[config.mk]
export PLATFORM = sky130hd
export DESIGN_NAME = spmq_front
export DESIGN_NICKNAME = d
export VERILOG_FILES = /design/src/spmq_pkg.sv /design/src/spmq_front.sv
export SDC_FILE = /design/constraint.sdc
export NUM_CORES = 1
export LEC_CHECK = 0
export BUFFER_PORTS_ARGS = -buffer_cell sky130_fd_sc_hd__buf_4
export CAP_MARGIN = 5
export CORE_MARGIN = 4
export CORE_UTILIZATION = 52
export CTS_BUF_LIST = sky130_fd_sc_hd__clkbuf_8 sky130_fd_sc_hd__clkbuf_16
export DETAILED_ROUTE_END_ITERATION = 7
export PLACE_DENSITY = 0.76
export SYNTH_ARGS = -nofsm -noshare
export SYNTH_HDL_FRONTEND = slang
export SYNTH_SLANG_ARGS = --single-unit
[constraint.sdc]
create_clock -name clk -period 3.7 [get_ports clk]
set_input_delay 0.555 -clock clk [delete_from_list [all_inputs] [get_ports clk]]
set_output_delay 0.555 -clock clk [all_outputs]
set_load 0.01 [all_outputs]
[src/spmq_pkg.sv]
package spmq_pkg;

  typedef enum logic [2:0] {
    MODE_PUSH   = 3'd0,
    MODE_POP    = 3'd1,
    MODE_PEEKF  = 3'd2,
    MODE_PEEKB  = 3'd3,
    MODE_STATS  = 3'd4
  } mode_t;

  typedef enum logic [1:0] {
    ST_OK      = 2'd0,
    ST_EMPTY   = 2'd1,
    ST_FULL    = 2'd2,
    ST_BADPRIO = 2'd3
  } status_t;

  typedef enum logic [1:0] {
    S_IDLE,
    S_LOOK,
    S_DATA
  } state_t;

  typedef struct packed {
    logic [2:0]  mode;
    logic [3:0]  prio;
    logic [15:0] pages;
    logic [15:0] tag;
    logic [31:0] now;
  } cmd_t;

  typedef struct packed {
    logic [15:0] tag;
    logic [15:0] pages;
    logic [31:0] enter;
  } slot_t;

  function automatic logic [31:0] sat_add(input logic [31:0] a, input logic [31:0] b);
    logic [32:0] s;
    s = {1'b0, a} + {1'b0, b};
    return s[32] ? 32'hFFFF_FFFF : s[31:0];
  endfunction

endpackage

[src/spmq_front.sv]
module spmq_front (
  input  logic              clk,
  input  logic              rst,
  input  logic              start,
  input  spmq_pkg::cmd_t    cmd_in,
  output logic              busy,
  output logic              cmd_valid,
  output spmq_pkg::cmd_t    cmd,
  input  logic              cmd_take
);

  spmq_pkg::cmd_t q [2];
  logic           wr_ptr;
  logic           rd_ptr;
  logic [1:0]     cnt;
  logic           push;

  assign busy      = (cnt == 2'd2);
  assign push      = start && !busy;
  assign cmd_valid = (cnt != 2'd0);
  assign cmd       = q[rd_ptr];

  always_ff @(posedge clk) begin
    if (push) begin
      q[wr_ptr] <= cmd_in;
    end
  end

  always_ff @(posedge clk) begin
    if (rst) begin
      wr_ptr <= 1'b0;
      rd_ptr <= 1'b0;
      cnt    <= 2'd0;
    end else begin
      if (push) begin
        wr_ptr <= !wr_ptr;
      end
      if (cmd_take) begin
        rd_ptr <= !rd_ptr;
      end
      cnt <= cnt + 2'(push) - 2'(cmd_take);
    end
  end

endmodule

==> metrics.cfg, run 1 <==
[placed_design]
place.gp.congestion=0.668
place_ws_ps=1560
port_buffers=147
dp_hpwl_um=5840
dp_cells=519

[clocking]
cts_tree=yes
path_clk_slew_ps=60
cts_resized=0
clock_latency_ps=520
postCtsSetupBuffers=0
htreeDepth=4
cts.path.max_buffers=2
cts_root_buffer=clkbuf_8
ctsHoldBuffers=0
cts_sinks=147
numCtsBuffers=17

[global_routing]
grt_antenna_before_repair=0
grtUsageTotal=0.164
grt_first_pass_wirelength_um=14300
grt_pass1_vias=2939
overflow=0
grt_start_max_net_pins=72

[detailed_routing]
drt_iter0_drc=131
post-route-drc-count=0
vias=2739
vias_per_cell=4.97
wl_um=9490
ant_nets=0
dr.pass1.iters=4
routedWlPerCell_um=17.2

[cells_and_area]
instances_no_fill=551
layout-drive-gt1-share=0.612
antenna_cells=0
syn2layout_area_growth_pct=33.6
layout.nets=482

[timing]
drv_slew=0
fmax_mhz=372
grt_setup_unrepaired=no
slew_headroom=0.334
skew_ps=8.16
setup_ws_ps=1010
min_period_ps=2690
worst-slew-pin-transition_ps=998
fin_crit_sh=0.726
finalSetupTns_ps=0
hold_viol_final=0
setup_violations=0

[floorplan]
core_area_um2=9910
fp-row-count=36
initial_core_util=0.543
io-pin-count=148
die-area_um2=12000
dieWidth_um=110
die_h_um=110

[power_and_ir_drop]
powerDensity_nw_per_um2=639
power.total_mw=4.59
ir_drop_mv=0.407
power_leakage_nw=2.71

[run_status]
status=finished, final reports clean

[critical_path]
cpMaxStageDelayCell=dfxtp_4
critPathRequiredTime_ps=3140
critPathTopFamily=flip-flops
critPathCaptureType=primary output
crit_path_start_kind=flip-flop
worstPathArrival_ps=2130
crit_buf_inv=1
cpPeakStageDelay_ps=920
path_cells=mux2_2 -> buf_4
cp_max_fo=71
critPathKind=reg -> out

[job]
cap_violations=0

[synth]
synth_nets=323
yosys_warnings=0
syn_inst=246
synth_area_leader_cell=edfxtp_1
yosysMostFrequentCell=edfxtp_1
synthTopCellsByCount=edfxtp_1, mux2_2, buf_6
synth_seq_cells=147
post_synth.cell_area_avg_um2=21.9
synth.distinct_cells=19
ys_seq_area_frac=0.812
synth-main-ff-cell=edfxtp_1
synth_top_area_frac=0.793
synth_edf_count=142
synthTopCellsByArea=edfxtp_1, mux2_2, dfxtp_1
syn-cell-area_um2=5380
async_flop_share=0

[worst_hold_path]
hold_class=in -> reg

==> placed cells by master (no fill, tap or decap), drive strengths merged, types with 2 or more instances in the layout <==
cell type / instances
mux2: 71
edfxtp: 142
clkinvlp: 2
inv: 8
nor2: 3
clkbuf: 17
clkinv: 6
xnor2: 2
ha: 2
bufinv: 3
dfxtp: 5
buf: 148
==> registers in the layout, summed over array words and instances (netlist names), named ones only <==
signal and flops:
q 142, cnt 2, wr_ptr 1, rd_ptr 1
==> cell type report <==
type | count | area, µm²
fill | 646 | 2730
timing repair buffer | 148 | 1120
sequential | 147 | 4370
clock buffer | 17 | 414
multi-input combinational | 87 | 915
clock inverter | 15 | 180
tap | 133 | 166
inverter | 4 | 15.0
==> metrics by stage <==
step / hold WS (ps) / area, µm² / util
after floorplan: 451 / 5380 / -
after global placement: 469 / 6590 / 0.665
after detailed placement: 486 / 6590 / 0.665
after CTS: 181 / 7180 / 0.725
after global routing: 185 / 7180 / 0.725
final: 217 / 7180 / 0.725
==> worst register-to-register path, stage by stage (launching register included) <==
cell	delay, ps
dfxtp_1	350
nand2b_2	160
and3_4	800
==> where the power goes <==
part / internal [mW] / switching (mW)
logic: 0.387 / 0.348
clock network: 1.03 / 0.653
registers: 2.09 / 0.0780
==> worst paths after layout <==
kind / start / end / slack [ps] / cells past startpoint
worst max-delay path: flip-flop / cmd[55] / 1010 / 2
worst min-delay path: cmd_in[50] / q[1][50] / 220 / 1
worst max register to register: cnt[0] / q[1][7] / 1910 / 2
worst min register to register: wr_ptr / wr_ptr / 490 / 2
==> cells by family after synthesis <==
group,count (synthesis),share of synthesized area
compound gates,2,0.00186
xor+xnor,3,0.00489
fa+ha+maj,2,0.00465
buf+inv,12,0.0189
flops,147,0.812
mux,71,0.149
simple gates,9,0.00931
==> layer usage <==
layer | routed length [µm] | GRT usage
met1 | 3740 | 0.195
met2 | 4760 | 0.259
met3 | 828 | 0.0699
met4 | 163 | 0.0810
met5 | 0 | 0
Power figures use the tool's default switching activity.
==> inputs of run 2 (changes only) <==
==> constraint.sdc (replaced) <==
create_clock -name clk -period 2.55 [get_ports clk]
set_input_delay 0.3825 -clock clk [delete_from_list [all_inputs] [get_ports clk]]
set_output_delay 0.3825 -clock clk [all_outputs]
set_load 0.01 [all_outputs]
==> metrics.cfg, run 2 (synthesis gave the netlist of run 1 again) <==
[run_status]
status=finished, final reports clean

[placed_design]
dp_cells=525  ; +1.2%
place.gp.congestion=0.738  ; +10%
port_buffers=147  ; unchanged
dp_hpwl_um=6660  ; +14%

[clocking]
cts.path.max_buffers=2  ; unchanged
clock_latency_ps=510  ; about the same
cts_sinks=147  ; unchanged
htreeDepth=4  ; unchanged
path_clk_slew_ps=60  ; about the same
numCtsBuffers=17  ; unchanged
cts_tree=yes
ctsHoldBuffers=0  ; unchanged
postCtsSetupBuffers=0  ; unchanged
cts_resized=0  ; unchanged
cts_root_buffer=clkbuf_8

[cells_and_area]
layout_common_cells=buf_4, edfxtp_1, mux2_2
antenna_cells=0  ; unchanged
instances_no_fill=556  ; +0.91%
layout.nets=488  ; +1.2%
multi_input_area_um2=915  ; unchanged
num-fill-cells=627  ; -2.9%
regMostFlops=q
largest_reg_flops=142  ; unchanged
layout-drive-gt1-share=0.608  ; -0.00488
syn2layout_area_growth_pct=35.0
final_common_cell=buf_4
regArea_um2=4370  ; unchanged
reg_top3=q: 142 flops, cnt: 2 flops

[timing]
worst-slew-pin-transition_ps=379  ; -619 ps
hold_viol_final=0  ; unchanged
grt_setup_unrepaired=no
drv_slew=0  ; unchanged
fmax_mhz=427
setup_violations=0  ; unchanged
slew_headroom=0.747  ; +0.413
finalSetupTns_ps=0  ; unchanged
min_period_ps=2340
fin_crit_sh=0.919
skew_ps=5.80  ; -2.36 ps

[detailed_routing]
routedWlPerCell_um=17.9  ; +4.1%
ant_nets=0  ; unchanged
wl_um=9970  ; +5.1%
vias_per_cell=4.96  ; -0.14%
dr.pass1.iters=4  ; unchanged
post-route-drc-count=0  ; unchanged
drt_iter0_drc=122  ; -6.9%
vias=2760  ; +0.77%

[floorplan]
fp-row-count=36  ; unchanged
initial_core_util=0.543  ; unchanged
die-area_um2=12000  ; unchanged
dieWidth_um=110  ; unchanged
die_h_um=110  ; unchanged
core_area_um2=9910  ; unchanged
io-pin-count=148  ; unchanged

[global_routing]
grt_pass1_vias=2910  ; -0.99%
grtUsageTotal=0.172  ; +0.00792
overflow=0  ; unchanged
grt_antenna_before_repair=0  ; unchanged
grt_start_max_net_pins=46  ; -36%
grt_first_pass_wirelength_um=14900  ; +4.0%

[critical_path]
crit_path_start_kind=flip-flop
worstPathArrival_ps=1960  ; -170 ps
critPathCaptureType=primary output
cp_max_fo=28  ; -61%
critPathKind=reg -> out
critPathRequiredTime_ps=2170  ; -970 ps

[power_and_ir_drop]
swShare=0.222  ; -0.0132
switching_power_mw=1.50  ; +39%
power_leakage_nw=2.75  ; +1.6%
pwr-share-clk=0.374  ; +0.006
powerDensity_nw_per_um2=933  ; +46%
ir_drop_mv=0.565  ; +39%
p_comb_frac=0.166  ; +0.006
intPower_mw=5.27  ; +50%
power_frac_seq=0.461  ; -0.011

[job]
cap_violations=0  ; unchanged

[worst_hold_path]
hold_class=in -> reg

[run 2: cell count changes in the layout (fill, tap and decap cells not counted), sizes merged]
cell	previous run	this run
buf	148	154
bufinv	3	5
inv	8	5
[run 2: final cells by class]
cell class / instances / share of cell area
Sequential cell: 147 / 0.602
Timing Repair Buffer: 154 / 0.163
Clock inverter: 14 / 0.0269
Inverter: 4 / 0.00259
Tap cell: 133 / 0.0229
Multi-Input combinational cell: 87 / 0.126
Clock buffer: 17 / 0.0571
[run 2: per-stage QoR]
stage | utilization | power [mW] | hold slack, ps | instance area, µm² | worst slack (ps)
after CTS | 0.732 | 6.86 | 27.8 | 7260 | 148
after global placement | 0.671 | 4.27 | 474 | 6650 | 725
after floorplan | - | 3.73 | 451 | 5380 | 415
after global routing | 0.732 | 7.07 | 25.6 | 7260 | 105
after detailed placement | 0.671 | 4.31 | 488 | 6650 | 706
final | 0.732 | 6.77 | 56.0 | 7260 | 205
[run 2: worst paths after layout]
kind	from	to	slack (ps)	depth (start not counted)
setup reg to reg	cnt[0]	q[0][19]	860	5
hold / removal	cmd_in[24]	q[0][24]	60	1
hold reg to reg	wr_ptr	wr_ptr	500	2
setup / recovery	flip-flop	cmd[42]	210	3
[run 2: per-layer routing]
| metal | track usage | up-vias | wire (µm) |
|---|---|---|---|
| met5 | 0 | - | 0 |
| met4 | 0.0668 | 0 | 74 |
| met3 | 0.0558 | 6 | 612 |
| met2 | 0.287 | 89 | 5330 |
| met1 | 0.209 | 1368 | 3960 |
| li1 | - | 1297 | - |
[run 2: critical path: stages, from the launching register on]
cell	delay, ps
dfxtp_4	590
buf_4	330
mux2_2	380
buf_4	150
[run 2: power by group through the flow]
| stage | registers [mW] | clock network, mW | logic [mW] |
|---|---|---|---|
| finish | 3.12 | 2.53 | 1.12 |
| global route | 3.14 | 2.71 | 1.22 |
| CTS | 3.12 | 2.59 | 1.15 |
| detailed placement | 3.17 | 0 | 1.14 |
| global placement | 3.15 | 0 | 1.12 |
| floorplan | 3.13 | 0 | 0.594 |
